<file path="src/design/sds_pkg.sv">
// Shared types and constants of the drive supervisor.
// Used by sds_lane, sds_merge and drive_supervisor_state_machine_unit; no dependencies.
`default_nettype none

package sds_pkg;

    // Supervisor state codes.
    localparam logic [2:0] ST_INITIAL     = 3'd0;
    localparam logic [2:0] ST_READY       = 3'd1;
    localparam logic [2:0] ST_SWITCHED_ON = 3'd2;
    localparam logic [2:0] ST_OPERATION   = 3'd3;
    localparam logic [2:0] ST_FAULT       = 3'd4;

    // Axis state codes.
    localparam logic [2:0] AX_STANDBY = 3'd1;
    localparam logic [2:0] AX_ENABLED = 3'd2;
    localparam logic [2:0] AX_FAULT   = 3'd3;

    // LED blink periods in milliseconds.
    localparam logic [15:0] BLINK_INITIAL     = 16'd50;
    localparam logic [15:0] BLINK_READY       = 16'd300;
    localparam logic [15:0] BLINK_SWITCHED_ON = 16'd500;
    localparam logic [15:0] BLINK_OPERATION   = 16'd100;
    localparam logic [15:0] BLINK_SATURATE    = 16'hFFFF;

    // LED drive modes.
    localparam logic [1:0] LED_MODE_OFF    = 2'd0;
    localparam logic [1:0] LED_MODE_STEADY = 2'd1;
    localparam logic [1:0] LED_MODE_TIMED  = 2'd2;

    // Configuration register indexes.
    localparam logic CFG_RELAY_THRESHOLD = 1'b0;
    localparam logic CFG_EVAL_PERIOD     = 1'b1;

    localparam logic [9:0] EVAL_PERIOD_RESET = 10'd10;

    typedef struct packed {
        logic standby;
        logic enabled;
        logic fault;
    } t_lane_flags;

    typedef struct packed {
        logic [2:0]  next_state;
        logic [1:0]  led_mode;
        logic [15:0] blink_period;
    } t_eval;

    typedef struct packed {
        logic [2:0] system_state;
        logic       led_level;
        logic       axes_run_enable;
        logic       soft_reset_request;
    } t_result;

endpackage

`default_nettype wire

</file>
<file path="src/design/sds_lane.sv">
// One axis lane of the drive supervisor: decodes an axis state code into flags.
// Depends on sds_pkg.
`default_nettype none

module sds_lane
    import sds_pkg::*;
(
    input  wire logic [2:0]  i_axis_state,
    output t_lane_flags      o_flags
);

    assign o_flags.standby = (i_axis_state == AX_STANDBY);
    assign o_flags.enabled = (i_axis_state == AX_ENABLED);
    assign o_flags.fault   = (i_axis_state == AX_FAULT);

endmodule

`default_nettype wire

</file>
<file path="src/design/sds_merge.sv">
// Merging stage of the drive supervisor: combines the axis lane flags with the
// current state into the next state and the LED blink rule. Depends on sds_pkg.
`default_nettype none

module sds_merge
    import sds_pkg::*;
#(
    parameter int AXIS_COUNT = 4
)
(
    input  wire logic [2:0] i_state,
    input  wire logic       i_power_ok,
    input  t_lane_flags     i_flags [AXIS_COUNT],
    output t_eval           o_eval
);

    logic w_any_standby;
    logic w_any_enabled;
    logic w_any_fault;
    logic [2:0] w_oper_next;

    always_comb begin
        w_any_standby = 1'b0;
        w_any_enabled = 1'b0;
        w_any_fault   = 1'b0;
        w_oper_next   = ST_OPERATION;
        for (int i = 0; i < AXIS_COUNT; i++) begin
            w_any_standby = w_any_standby | i_flags[i].standby;
            w_any_enabled = w_any_enabled | i_flags[i].enabled;
            w_any_fault   = w_any_fault | i_flags[i].fault;
            // The highest axis that is not enabled has the last word.
            if (!i_flags[i].enabled) begin
                w_oper_next = i_flags[i].fault ? ST_FAULT : ST_READY;
            end
        end
    end

    always_comb begin
        o_eval.next_state   = i_state;
        o_eval.led_mode     = LED_MODE_TIMED;
        o_eval.blink_period = BLINK_INITIAL;
        case (i_state)
            ST_INITIAL: begin
                if (i_power_ok) begin
                    o_eval.next_state = ST_READY;
                end
            end
            ST_READY: begin
                o_eval.blink_period = BLINK_READY;
                if (w_any_standby) begin
                    o_eval.next_state = ST_SWITCHED_ON;
                end
            end
            ST_SWITCHED_ON: begin
                o_eval.blink_period = BLINK_SWITCHED_ON;
                if (w_any_enabled) begin
                    o_eval.next_state = ST_OPERATION;
                end
            end
            ST_OPERATION: begin
                o_eval.blink_period = BLINK_OPERATION;
                o_eval.next_state   = w_oper_next;
            end
            ST_FAULT: begin
                o_eval.led_mode = LED_MODE_STEADY;
                if (!w_any_fault) begin
                    o_eval.next_state = ST_SWITCHED_ON;
                end
            end
            default: begin
                o_eval.led_mode   = LED_MODE_OFF;
                o_eval.next_state = ST_INITIAL;
            end
        endcase
    end

endmodule

`default_nettype wire

</file>
<file path="src/design/drive_supervisor_state_machine_unit.sv">
// Drive supervisor top level: one request per millisecond tick, one result per request.
// A result reaches the head of the queue in the cycle after its request is accepted if no
// other result waits ahead; any result ahead of it must first be taken by the receiver.
// Throughput: one request per cycle; input stalls only while two results wait untaken.
// Reset (synchronous, active low): state initial, counters zero, LED off, queue empty,
// relay threshold 0 and evaluation period 10. Depends on sds_pkg, sds_lane and sds_merge.
`default_nettype none

module drive_supervisor_state_machine_unit
    import sds_pkg::*;
#(
    parameter int AXIS_COUNT = 4
)
(
    input  wire logic        i_clk,
    input  wire logic        i_rst_n,
    // Configuration write port.
    input  wire logic        i_cfg_we,
    input  wire logic        i_cfg_index,
    input  wire logic [15:0] i_cfg_data,
    // Request channel.
    input  wire logic        i_in_valid,
    output logic             o_in_ready,
    input  wire logic [15:0] i_bus_voltage,
    input  wire logic [2:0]  i_axis0_state,
    input  wire logic [2:0]  i_axis1_state,
    input  wire logic [2:0]  i_axis2_state,
    input  wire logic [2:0]  i_axis3_state,
    input  wire logic        i_soft_reset_cmd,
    // Result channel.
    output logic             o_out_valid,
    input  wire logic        i_out_ready,
    output logic [2:0]       o_system_state,
    output logic             o_led_level,
    output logic             o_axes_run_enable,
    output logic             o_soft_reset_request
);

    // Configuration registers.
    logic [15:0] r_relay_threshold;
    logic [9:0]  r_eval_period;

    // Supervisor state.
    logic [2:0]  r_state, n_state;
    logic [9:0]  r_tick, n_tick;
    logic [15:0] r_blink, n_blink;
    logic        r_led, n_led;

    // Two-entry result queue; entry 0 is the head.
    t_result     r_q0, r_q1;
    logic [1:0]  r_cnt;

    logic        w_accept;
    logic        w_pop;
    logic [10:0] w_tick_inc;
    logic        w_eval;
    logic [15:0] w_blink_inc;
    t_result     w_result;
    t_eval       w_eval_info;

    logic [2:0]  w_axis [4];
    t_lane_flags w_flags [AXIS_COUNT];

    assign w_axis[0] = i_axis0_state;
    assign w_axis[1] = i_axis1_state;
    assign w_axis[2] = i_axis2_state;
    assign w_axis[3] = i_axis3_state;

    // One lane per axis in use; axes beyond AXIS_COUNT are not looked at.
    for (genvar g = 0; g < AXIS_COUNT; g++) begin : g_lane
        sds_lane u_lane (
            .i_axis_state (w_axis[g]),
            .o_flags      (w_flags[g])
        );
    end

    sds_merge #(
        .AXIS_COUNT (AXIS_COUNT)
    ) u_merge (
        .i_state    (r_state),
        .i_power_ok (i_bus_voltage > r_relay_threshold),
        .i_flags    (w_flags),
        .o_eval     (w_eval_info)
    );

    assign o_in_ready = (r_cnt != 2'd2);
    assign w_accept   = i_in_valid && o_in_ready;
    assign w_pop      = o_out_valid && i_out_ready;

    // The tick count is incremented one bit wider and compared with >=, so that a period lowered
    // below the current count, or a period of zero, still triggers an evaluation at once.
    assign w_tick_inc  = {1'b0, r_tick} + 11'd1;
    assign w_eval      = (w_tick_inc >= {1'b0, r_eval_period});
    assign w_blink_inc = (r_blink == BLINK_SATURATE) ? r_blink : r_blink + 16'd1;

    always_comb begin
        n_tick  = w_eval ? 10'd0 : w_tick_inc[9:0];
        n_blink = w_blink_inc;
        n_state = r_state;
        n_led   = r_led;
        if (w_eval) begin
            n_state = w_eval_info.next_state;
            case (w_eval_info.led_mode)
                LED_MODE_OFF: begin
                    n_led = 1'b0;
                end
                LED_MODE_STEADY: begin
                    n_led = 1'b1;
                end
                LED_MODE_TIMED: begin
                    // The period comes from the state held before this evaluation.
                    if (w_blink_inc >= w_eval_info.blink_period) begin
                        n_blink = 16'd0;
                        n_led   = ~r_led;
                    end
                end
                default: begin
                    n_led = 1'b0;
                end
            endcase
        end
    end

    assign w_result.system_state       = n_state;
    assign w_result.led_level          = n_led;
    assign w_result.axes_run_enable    = (n_state >= ST_SWITCHED_ON) && (n_state <= ST_FAULT);
    assign w_result.soft_reset_request = w_eval && i_soft_reset_cmd;

    always_ff @(posedge i_clk) begin
        if (!i_rst_n) begin
            r_relay_threshold <= 16'd0;
            r_eval_period     <= EVAL_PERIOD_RESET;
        end else if (i_cfg_we) begin
            case (i_cfg_index)
                CFG_RELAY_THRESHOLD: r_relay_threshold <= i_cfg_data;
                CFG_EVAL_PERIOD:     r_eval_period     <= i_cfg_data[9:0];
                default:             r_relay_threshold <= r_relay_threshold;
            endcase
        end
    end

    always_ff @(posedge i_clk) begin
        if (!i_rst_n) begin
            r_state <= ST_INITIAL;
            r_tick  <= 10'd0;
            r_blink <= 16'd0;
            r_led   <= 1'b0;
        end else if (w_accept) begin
            r_state <= n_state;
            r_tick  <= n_tick;
            r_blink <= n_blink;
            r_led   <= n_led;
        end
    end

    // Queue control: a request may enter while the head result is taken.
    always_ff @(posedge i_clk) begin
        if (!i_rst_n) begin
            r_cnt <= 2'd0;
        end else begin
            case ({w_accept, w_pop})
                2'b10:   r_cnt <= r_cnt + 2'd1;
                2'b01:   r_cnt <= r_cnt - 2'd1;
                default: r_cnt <= r_cnt;
            endcase
        end
    end

    always_ff @(posedge i_clk) begin
        if (w_pop) begin
            if (w_accept && (r_cnt == 2'd1)) begin
                r_q0 <= w_result;
            end else begin
                r_q0 <= r_q1;
            end
            if (w_accept && (r_cnt == 2'd2)) begin
                r_q1 <= w_result;
            end
        end else if (w_accept) begin
            if (r_cnt == 2'd0) begin
                r_q0 <= w_result;
            end else begin
                r_q1 <= w_result;
            end
        end
    end

    assign o_out_valid          = (r_cnt != 2'd0);
    assign o_system_state       = r_q0.system_state;
    assign o_led_level          = r_q0.led_level;
    assign o_axes_run_enable    = r_q0.axes_run_enable;
    assign o_soft_reset_request = r_q0.soft_reset_request;

    // The queue never holds more than two results.
    assert property (@(posedge i_clk) disable iff (!i_rst_n) r_cnt != 2'd3)
        else $error("result queue count out of range");

    // An accepted request always leaves a result to be taken in the next cycle.
    assert property (@(posedge i_clk) disable iff (!i_rst_n) w_accept |=> o_out_valid)
        else $error("accepted request produced no result");

    // The supervisor never reaches an unused state code.
    assert property (@(posedge i_clk) disable iff (!i_rst_n) r_state <= ST_FAULT)
        else $error("supervisor in unused state");

    // An evaluation always restarts the tick counter.
    assert property (@(posedge i_clk) disable iff (!i_rst_n)
        (w_accept && w_eval) |=> (r_tick == 10'd0))
        else $error("tick counter not cleared at evaluation");

    // A result carries the run enable that matches its state.
    assert property (@(posedge i_clk) disable iff (!i_rst_n)
        o_out_valid |-> (o_axes_run_enable ==
            ((o_system_state >= ST_SWITCHED_ON) && (o_system_state <= ST_FAULT))))
        else $error("run enable does not match state");

endmodule

`default_nettype wire

</file>
<file path="config.mk">
export PLATFORM = sky130hd
export DESIGN_NAME = drive_supervisor_state_machine_unit
export DESIGN_NICKNAME = d
export VERILOG_FILES = /design/src/design/sds_pkg.sv /design/src/design/sds_lane.sv /design/src/design/sds_merge.sv /design/src/design/drive_supervisor_state_machine_unit.sv
export SDC_FILE = /design/constraint.sdc
export NUM_CORES = 1
export LEC_CHECK = 0
export BUFFER_PORTS_ARGS = -buffer_cell sky130_fd_sc_hd__buf_4
export CAP_MARGIN = 20
export CORE_MARGIN = 4
export CORE_UTILIZATION = 29
export CTS_CLUSTER_SIZE = 30
export DETAILED_ROUTE_END_ITERATION = 16
export PLACE_DENSITY = 0.54
export SLEW_MARGIN = 20
export SYNTH_ARGS = -nofsm -noshare
export SYNTH_HDL_FRONTEND = slang
export SYNTH_SLANG_ARGS = --single-unit
</file>
<file path="constraint.sdc">
create_clock -name i_clk -period 5.66 [get_ports i_clk]
set_clock_uncertainty 0.2 [all_clocks]
set_input_delay 0.283 -clock i_clk [delete_from_list [all_inputs] [get_ports i_clk]]
set_output_delay 0.283 -clock i_clk [all_outputs]
set_load 0.05 [all_outputs]
</file>
==> flow_metrics.env, run 1 <==
export IMPL_run_status="completed"
export IMPL_critPathLaunchType="flip-flop"
export IMPL_layout_cell_share_with_drive_strength_beyond_1=0.1509
export IMPL_met3_length_um=523
export IMPL_grt_usage=0.1293
export IMPL_timing_critical_path_max_delay_family="compound AO/OA/AOI/OAI gates"
export IMPL_core_um2=15830
export IMPL_top_signal_layer_used="met4"
export IMPL_avgViaCountPerCell=4.893
export IMPL_design_final_nets=712
export IMPL_synthTopCellsByCount="nand2_1, dfxtp_1, inv_1"
export IMPL_cts_repair_resize_count=0
export IMPL_global_route_overflow_total=0
export IMPL_layout_cells_non_filler=839
export IMPL_synth_distinct_cells=64
export IMPL_cts_buffers=9
export IMPL_clkTransAtPathRegs_ns=0.05
export IMPL_worst_path_max_fanout=10
export IMPL_netlist_area_um2=4669
export IMPL_synth_edf_count=12
export IMPL_initial_utilization=0.2950
export IMPL_drt_pass1_iterations=5
export IMPL_layout_worst_path_cycle_share=0.7798
export IMPL_worst_slew_margin_rel=0.3878
export IMPL_clock_root_buffer="clkbuf_16"
export IMPL_finalInstanceArea_um2=5573
export IMPL_max_cap_violations=0
export IMPL_clock_tree_buffer_depth=2
export IMPL_finalMaxSlewViolations=0
export IMPL_post_cts_buffers=0
export IMPL_avgSynthCellArea_um2=8.163
export IMPL_max_freq_mhz=226.6
export IMPL_synthTopCellsByArea="dfxtp_1, ha_1, nand2_1"
export IMPL_synth_top_area_cell="dfxtp_1"
export IMPL_synth_ff_latch_count=70
export IMPL_placement_io_buffers=58
export IMPL_hold_buffers=0
export IMPL_critical_path_slowest_cell="o41ai_1"
export IMPL_wl_met1_um=5248
export IMPL_crit_required_ns=5.55
export IMPL_endpoint_type_of_the_worst_setup_path="flip-flop"
export IMPL_routed_wire_length_per_instance_um=13.52
export IMPL_routed_via_count=4105
export IMPL_post_route_drc_count=0
export IMPL_rsz_0062_raised_after_global_routing="no"
export IMPL_preCtsSetupSlack_ns=1.301
export IMPL_setup_violations=0
export IMPL_powerDensity_nw_per_um2=297.6
export IMPL_crit_buf_inv=0
export IMPL_hold_class="primary input to flip-flop"
export IMPL_ir_drop_mv=0.2032
export IMPL_synth_seq_area_share=0.3258
export IMPL_end_of_the_worst_register_to_register_path="o_led_level"
export IMPL_critical_path_reg2reg_startpoint="r_blink[5]"
export IMPL_relative_area_change_from_synthesis_to_final_layout_pct=19.35
export IMPL_timing_critical_path_arrival_ns=4.30
export IMPL_fp_dieArea_um2=18200
export IMPL_worst_path_largest_cell_delay_ns=0.85
export IMPL_dieWidth_um=134.9
export IMPL_worstPathCellList="and4_4 -> nand2_2 -> o41ai_1 -> nor2_1 -> xor2_1 -> ha_1 -> nand3_1 -> nor3_1 -> mux2_1 -> a2111oi_0 -> a211o_4 -> and3b_1 -> o21ai_2 -> mux2_2"
export IMPL_violation_count_after_the_first_detailed_routing_iteration=316
export IMPL_antenna_violations_before_repair=0
export IMPL_hold_start="i_cfg_data[3]"
export IMPL_leak_pwr_nw=2.257
export IMPL_totalNegativeSetupSlack_ns=0
export IMPL_top_level_ports=59
export IMPL_hold_worst_slack_ns=0.004552
export IMPL_report_final_hold_viol_count=0
export IMPL_postRouteWirelength_um=11350
export IMPL_dpl_instance_area_um2=5291
export IMPL_count_of_clock_tree_sinks=70
export IMPL_crit_cells=14
export IMPL_dp_wirelength_um=8649
export IMPL_yosysTopAreaCellShare=0.2487
export IMPL_rrSetupSlack_ns=1.25
export IMPL_dp_cells=824
export IMPL_report_power_total_mw=1.658
export IMPL_post_route_min_period_ns=4.414
export IMPL_synth_most_common_cell="nand2_1"
export IMPL_number_of_h_tree_branching_levels=3
export IMPL_postSynth_asyncResetShare=0
export IMPL_synth_top_flop_cell="dfxtp_1"
export IMPL_place_gp_congestion=0.8858
export IMPL_num_antenna_cells=0
export IMPL_post_synth_inst_count=572
export IMPL_floorplan_die_height_um=134.9
export IMPL_worst_r2r_path_depth=14
export IMPL_core_rowCount=46
export IMPL_antenna_violating_nets_post_route=0
export IMPL_worstSkewPairLatency_ns=0.33
export IMPL_syn_num_nets=665
export IMPL_worstMarginPinSlew_ns=0.9064
export IMPL_wl_met2_um=5354
export IMPL_ys_warnings_count=0
export IMPL_fin_ws_ns=1.246
export IMPL_tritoncts="done"
export IMPL_crit_end="o_led_level"
export IMPL_finish_utilization=0.3521
export IMPL_grt_start_max_net_pins=59
export IMPL_critical_path_startpoint="r_blink[5]"
export IMPL_first_global_vias=4063
export IMPL_timing_setup_critical_path_class="flip-flop to flip-flop"
export IMPL_grt_first_pass_wirelength_um=19090
==> metal layers <==
layer	up-vias	global-route usage
met5	-	0
met4	0	0.04977
met3	16	0.03130
met2	88	0.2137
met1	1911	0.1630
li1	2090	-
==> cell families after synthesis <==
kind of cell | Yosys count | share of synthesized area
flip-flops | 70 | 0.3258
multiplexers | 16 | 0.03725
adder cells (fa/ha/maj) | 42 | 0.1125
buffers and inverters | 70 | 0.05895
AO/OA/AOI/OAI | 124 | 0.1830
XOR/XNOR | 16 | 0.03001
AND/OR/NAND/NOR | 234 | 0.2524
==> report_power, final <==
group          total (mW)  internal, mW  switching [mW]  leakage [nW]
clock network       0.530         0.329           0.201         0.139
logic               0.517         0.193           0.323          1.53
registers           0.612         0.579          0.0330         0.588
==> area by class of cell <==
class	instances	area, um^2
inverters	45	168.9
repair buffers	61	457.9
flip-flops and latches	70	1521
clock buffers	14	274.0
clock inverters	1	5.005
multi-input cells	432	2875
fillers	1639	10250
well taps	216	270.3
==> placed cells by master, fill, tap and decap left out, types with 3 or more instances in the layout <==
master     count
and3_1         7
nor3b_1        6
a31oi_1        4
and2_1        18
mux2i_1        5
o211a_1        6
buf_4         61
nor3_1        12
mux2_2        10
nor2b_1       12
xor2_1         7
nor2_1        17
dfxtp_1       58
edfxtp_1      12
clkbuf_16      9
clkbuf_8       3
o211ai_1       3
a21o_1         8
nand2_1      101
ha_1          42
nand4_1       15
a21boi_0      28
inv_1         44
o21a_1         5
and4_1         3
a21oi_1       15
o21ai_0       34
nand2b_1       7
nand3_1       15
nor4_1         6
xnor2_1        9
==> sequential cells by signal, summed over array words and instances, names as in the netlist, 2 cells and up <==
signal	count
r_cnt	2
r_q1	6
r_tick	10
o_system_state	3
r_state	3
r_relay_threshold	16
r_eval_period	10
r_blink	16
==> tightest hold or removal path, stage by stage <==
cell	delay, ns
buf_4	0.09
nand2_1	0.04
o211ai_1	0.08
==> worst min-delay path by stage <==
| stage | to | slack, ns | cells after the start |
|---|---|---|---|
| after floorplan | r_eval_period[1] | 0.22 | 2 |
| after global placement | r_relay_threshold[15] | 0.25 | 2 |
| after detailed placement | r_relay_threshold[4] | 0.26 | 2 |
| after CTS | r_eval_period[3] | 0.0006 | 3 |
| after global routing | r_eval_period[7] | 0.02 | 3 |
| final | r_eval_period[3] | 0.005 | 3 |
Power figures use the tool's default switching activity.
==> run 2: changes to the inputs <==
==> constraint.sdc (replaced) <==
create_clock -name i_clk -period 4.4 [get_ports i_clk]
set_clock_uncertainty 0.2 [all_clocks]
set_input_delay 0.22 -clock i_clk [delete_from_list [all_inputs] [get_ports i_clk]]
set_output_delay 0.22 -clock i_clk [all_outputs]
set_load 0.05 [all_outputs]
==> run 2 against run 1 <==
  * Sequential power grew 29%
  * Clock power up 46%
  * Maximum frequency grew 5.4%
  * Design area is 4.1% higher
  * Critical path depth unchanged
  * Die area unchanged
  * Via count up 2.0%
  * Combinational power rose by 32%
  * Non-clock buffer count up 20
  * Critical endpoint unchanged
==> flow_metrics.env, run 2 (synthesis gave the netlist of run 1 again) <==
export IMPL_run_status="completed"
export IMPL_fp_dieArea_um2=18200
export IMPL_global_route_overflow_total=0
export IMPL_relative_area_change_from_synthesis_to_final_layout_pct=24.28
export IMPL_reg_top3="r_blink (16), r_relay_threshold (16)"
export IMPL_violation_count_after_the_first_detailed_routing_iteration=245
export IMPL_post_route_min_period_ns=4.189
export IMPL_layout_cells_most_common="nand2_1"
export IMPL_count_of_clock_tree_sinks=70
export IMPL_antenna_violating_nets_post_route=0
export IMPL_dpl_instance_area_um2=5314
export IMPL_grt_usage=0.1340
export IMPL_tritoncts="done"
export IMPL_timing_critical_path_arrival_ns=4.08
export IMPL_totalNegativeSetupSlack_ns=0
export IMPL_cts_buffers=9
export IMPL_num_antenna_cells=0
export IMPL_core_rowCount=46
export IMPL_setup_violations=0
export IMPL_clock_tree_buffer_depth=2
export IMPL_leak_pwr_nw=2.345
export IMPL_crit_required_ns=4.29
export IMPL_layout_cell_share_with_drive_strength_beyond_1=0.1522
export IMPL_report_final_hold_viol_count=0
export IMPL_floorplan_die_height_um=134.9
export IMPL_top_level_ports=59
export IMPL_routed_wire_length_per_instance_um=13.61
export IMPL_avgViaCountPerCell=4.869
export IMPL_max_freq_mhz=238.7
export IMPL_dieWidth_um=134.9
export IMPL_number_of_h_tree_branching_levels=3
export IMPL_worst_path_max_fanout=7
export IMPL_fillerInstances=1621
export IMPL_worstSkewPairLatency_ns=0.34
export IMPL_post_cts_buffers=0
export IMPL_powerDensity_nw_per_um2=386.8
export IMPL_clock_root_buffer="clkbuf_16"
export IMPL_mostFrequentLayoutCells="nand2_1, buf_4, dfxtp_1"
export IMPL_worst_slew_margin_rel=0.3794
export IMPL_ir_drop_mv=0.2494
export IMPL_design_final_nets=732
export IMPL_antenna_violations_before_repair=0
export IMPL_finalMaxSlewViolations=0
export IMPL_postRouteWirelength_um=11710
export IMPL_clkTransAtPathRegs_ns=0.06
export IMPL_grt_start_max_net_pins=59
export IMPL_rsz_0062_raised_after_global_routing="no"
export IMPL_hold_worst_slack_ns=0.09642
export IMPL_timing_setup_critical_path_class="flip-flop to flip-flop"
export IMPL_dp_wirelength_um=8736
export IMPL_placement_io_buffers=58
export IMPL_routed_via_count=4187
export IMPL_initial_utilization=0.2950
export IMPL_core_um2=15830
export IMPL_drt_pass1_iterations=4
export IMPL_place_gp_congestion=0.8701
export IMPL_endpoint_type_of_the_worst_setup_path="flip-flop"
export IMPL_finalInstanceArea_um2=5803
export IMPL_layout_worst_path_cycle_share=0.9520
export IMPL_hold_class="primary input to flip-flop"
export IMPL_max_cap_violations=0
export IMPL_finish_utilization=0.3666
export IMPL_first_global_vias=4201
export IMPL_worstMarginPinSlew_ns=0.9238
export IMPL_grt_first_pass_wirelength_um=19720
export IMPL_critPathLaunchType="flip-flop"
export IMPL_post_route_drc_count=0
run 2: changes by cell type in the layout (fill, tap and decap cells not counted), sizes merged:
cell         change
bufinv           +2
buf              +3
clkinvlp         +3
clkbuf           -4
dlygate4sd3     +17
run 2: worst max-delay path: stages (launching register included):
cell       delay (ns)
dfxtp_1          0.44
ha_1             0.25
nand4_1          0.27
or4_1            0.61
nand4_1          0.14
xnor2_1          0.16
ha_1             0.27
nand2_1          0.11
nor3_1           0.06
mux2_1           0.30
a2111oi_1        0.41
a211o_4          0.21
and3b_1          0.18
o21ai_2          0.08
mux2_2           0.26
run 2: what timing repair did:
item	in CTS	in global routing
resized for setup	0	1
endpoints found under the hold margin	27	0
hold buffers	17	0
endpoints found under the setup margin	0	1
run 2: final cells by class:
| type | instances | area [um^2] | area share |
|---|---|---|---|
| multi-input combinational | 432 | 2877 | 0.4957 |
| sequential | 70 | 1521 | 0.2622 |
| timing repair buffer | 81 | 650.6 | 0.1121 |
| tap | 216 | 270.3 | 0.04657 |
| clock buffer | 10 | 229.0 | 0.03946 |
| inverter | 45 | 168.9 | 0.02911 |
| clock inverter | 6 | 86.33 | 0.01488 |
run 2: where the power goes:
group | internal (mW) | total, mW | switching, mW
clock | 0.494 | 0.775 | 0.281
combinational | 0.260 | 0.682 | 0.422
sequential | 0.744 | 0.788 | 0.0437
run 2: per-layer routing:
| layer | track usage | routed length, um |
|---|---|---|
| met5 | 0 | 0 |
| met4 | 0.04808 | 195 |
| met3 | 0.02683 | 404 |
| met2 | 0.2254 | 5571 |
| met1 | 0.1705 | 5536 |
run 2: final timing paths:
kind | end | slack [ns] | cells past startpoint | startpoint
hold / removal | r_q1[5] | 0.1 | 2 | i_out_ready
setup / recovery | o_led_level | 0.21 | 14 | r_blink[0]
setup reg to reg | o_led_level | 0.21 | 14 | r_blink[0]
hold reg to reg | r_relay_threshold[13] | 0.26 | 2 | r_relay_threshold[13]
run 2: per-stage QoR:
step                      instances  total power [mW]  worst slack, ns
after floorplan                 572             1.268           0.4740
after global placement          827             1.457           0.3393
after detailed placement        827             1.477           0.2250
after CTS                       860             2.273           0.1941
after global routing            860             2.374          0.04800
final                           860             2.245           0.2111
==> run 3: changes to the inputs <==
--- a/config.mk
+++ b/config.mk
@@ -5,6 +5,7 @@
 export SDC_FILE = /design/constraint.sdc
 export NUM_CORES = 1
 export LEC_CHECK = 0
+export ABC_AREA = 1
 export BUFFER_PORTS_ARGS = -buffer_cell sky130_fd_sc_hd__buf_4
 export CAP_MARGIN = 20
 export CORE_MARGIN = 4
==> constraint.sdc (replaced) <==
create_clock -name i_clk -period 4 [get_ports i_clk]
set_clock_uncertainty 0.2 [all_clocks]
set_input_delay 0.2 -clock i_clk [delete_from_list [all_inputs] [get_ports i_clk]]
set_output_delay 0.2 -clock i_clk [all_outputs]
set_load 0.05 [all_outputs]
==> run 3 against run 2 <==
  * Clock power grew 2%
  * Count of clock-buffer cells in the layout grew 1
  * Combinational power grew 12%
  * Largest power group unchanged
  * Largest cell class unchanged
  * Register-to-register slack gained 0.29 ns
  * Sequential cell count is the same
==> flow_metrics.env, run 3 <==
export IMPL_run_status="completed"
export IMPL_dp_wirelength_um=8577
export IMPL_timing_critical_path_arrival_ns=3.52
export IMPL_worst_path_max_fanout=13
export IMPL_critPathLaunchType="flip-flop"
export IMPL_num_antenna_cells=0
export IMPL_grt_first_pass_wirelength_um=19040
export IMPL_post_synth_inst_count=653
export IMPL_synth_top_area_cell="dfxtp_1"
export IMPL_layout_cells_most_common="nand2_1"
export IMPL_post_route_drc_count=0
export IMPL_postRouteWirelength_um=11190
export IMPL_synth_edf_count=12
export IMPL_synth_ff_latch_count=70
export IMPL_top_level_ports=59
export IMPL_placement_io_buffers=58
export IMPL_finish_utilization=0.3660
export IMPL_drt_pass1_iterations=5
export IMPL_worstMarginPinSlew_ns=0.8088
export IMPL_ir_drop_mv=0.3334
export IMPL_synthTopCellsByArea="dfxtp_1, ha_1, nand2_1"
export IMPL_synth_most_common_cell="nand2_1"
export IMPL_worst_slew_margin_rel=0.4551
export IMPL_yosysTopAreaCellShare=0.2456
export IMPL_relative_area_change_from_synthesis_to_final_layout_pct=23.45
export IMPL_leak_pwr_nw=2.684
export IMPL_grt_usage=0.1277
export IMPL_cts_buffers=9
export IMPL_place_gp_congestion=0.8388
export IMPL_finalMaxSlewViolations=0
export IMPL_dieWidth_um=135.7
export IMPL_tritoncts="done"
export IMPL_totalNegativeSetupSlack_ns=0
export IMPL_rsz_0062_raised_after_global_routing="no"
export IMPL_max_cap_violations=0
export IMPL_netlist_area_um2=4727
export IMPL_clock_tree_buffer_depth=2
export IMPL_internal_power_mw=1.565
export IMPL_synthTopCellsByCount="nand2_1, inv_1, a21oi_1"
export IMPL_core_rowCount=46
export IMPL_timing_setup_critical_path_class="flip-flop to flip-flop"
export IMPL_synth_top_flop_cell="dfxtp_1"
export IMPL_routed_via_count=4211
export IMPL_swShare=0.3523
export IMPL_grt_start_max_net_pins=41
export IMPL_post_cts_buffers=0
export IMPL_postSynth_asyncResetShare=0
export IMPL_post_route_min_period_ns=3.498
export IMPL_number_of_h_tree_branching_levels=3
export IMPL_violation_count_after_the_first_detailed_routing_iteration=240
export IMPL_endpoint_type_of_the_worst_setup_path="flip-flop"
export IMPL_global_route_overflow_total=0
export IMPL_initial_utilization=0.2965
export IMPL_max_freq_mhz=285.9
export IMPL_share_seq_of_total_power=0.358
export IMPL_power_net_switching_mw=0.8510
export IMPL_mostFrequentLayoutCells="nand2_1, inv_1, a21oi_1"
export IMPL_fp_dieArea_um2=18410
export IMPL_power_share_combinational=0.315
export IMPL_count_of_clock_tree_sinks=70
export IMPL_hold_class="primary input to flip-flop"
export IMPL_syn_num_nets=746
export IMPL_clkPwrFrac=0.327
export IMPL_clkTransAtPathRegs_ns=0.06
export IMPL_layout_cell_share_with_drive_strength_beyond_1=0.1770
export IMPL_antenna_violations_before_repair=0
export IMPL_design_final_nets=817
export IMPL_synth_distinct_cells=43
export IMPL_synth_seq_area_share=0.3219
export IMPL_clock_root_buffer="clkbuf_16"
export IMPL_core_um2=15940
export IMPL_powerDensity_nw_per_um2=414.0
export IMPL_routed_wire_length_per_instance_um=11.84
export IMPL_ys_warnings_count=0
export IMPL_antenna_violating_nets_post_route=0
export IMPL_reg_top3="r_blink (16), r_relay_threshold (16)"
export IMPL_first_global_vias=4006
export IMPL_setup_violations=0
export IMPL_crit_required_ns=4.02
export IMPL_avgSynthCellArea_um2=7.239
export IMPL_worstSkewPairLatency_ns=0.33
export IMPL_cts_repair_resize_count=0
export IMPL_avgViaCountPerCell=4.456
export IMPL_layout_worst_path_cycle_share=0.8745
export IMPL_report_final_hold_viol_count=0
export IMPL_floorplan_die_height_um=135.7
run 3: cell types whose count changed after synthesis, moves of 17 or more:
cell | before | now
nor2_1 | 17 | 44
a21boi_0 | 28 | 0
nand2_1 | 101 | 140
a21oi_1 | 15 | 62
and2_1 | 18 | 1
inv_1 | 44 | 99
run 3: through the flow:
step	hold WS (ns)	instances	instance area [um^2]	power (mW)	setup slack, ns
after floorplan	0.1304	653	4727	1.415	1.004
after global placement	0.2446	912	5374	1.633	0.5883
after detailed placement	0.2487	912	5374	1.636	0.5276
after CTS	0.002296	945	5836	2.453	0.5153
after global routing	0.03106	945	5836	2.584	0.1404
final	0.01747	945	5836	2.416	0.5021
run 3: cell families after synthesis:
kind of cell,synth area share
flops,0.3219
compound gates,0.1519
fa+ha+maj,0.1112
xor+xnor,0.02223
buf+inv,0.09899
simple gates,0.2938
run 3: worst paths after layout:
check / from / endpoint / slack, ns / cells after the start
setup / recovery: r_blink[0] / r_blink[9] / 0.50 / 21
hold reg to reg: r_relay_threshold[5] / r_relay_threshold[5] / 0.26 / 2
setup reg to reg: r_blink[0] / r_blink[9] / 0.50 / 21
hold / removal: i_rst_n / r_eval_period[1] / 0.02 / 2
run 3: final cells by class:
| cell class | instances | area, um^2 |
|---|---|---|
| clock buffer | 11 | 232.7 |
| clock inverter | 5 | 58.81 |
| fill | 1664 | 10110 |
| tap | 216 | 270.3 |
| multi-input combinational | 462 | 2738 |
| timing repair buffer | 78 | 628.1 |
| inverter | 103 | 386.6 |
| sequential | 70 | 1521 |
run 3: metal layers:
layer	vias up	routed length (um)	GRT usage
li1	2291	-	-
met1	1847	5418	0.1706
met5	-	0	0
met2	64	5167	0.2077
met3	9	453	0.02600
met4	0	150	0.03919
run 3: critical path, cell delays in order (launching register included):
cell,delay [ns]
dfxtp_1,0.45
ha_1,0.30
nand2_2,0.11
nor2_4,0.13
nand2_4,0.08
nor2_4,0.13
inv_1,0.05
nor2_1,0.11
nor2_1,0.06
xor2_1,0.16
ha_1,0.29
nand2_1,0.04
inv_1,0.08
nand3_1,0.08
nor2_1,0.09
nand4_1,0.15
nand3_2,0.12
nand3_2,0.33
inv_2,0.20
a21oi_1,0.06
o21ai_1,0.12
inv_1,0.05
run 3: timing repair:
action	in CTS	in global routing
hold buffers	17	0
endpoints found under the hold margin	26	0
endpoints found under the setup margin	0	0
run 3: power groups by stage:
stage	Sequential, mW	Clock, mW	Combinational, mW
after floorplan	0.975	0	0.440
after global placement	0.878	0	0.755
after detailed placement	0.879	0	0.757
after CTS	0.865	0.815	0.773
after global routing	0.874	0.846	0.864
final	0.864	0.790	0.761
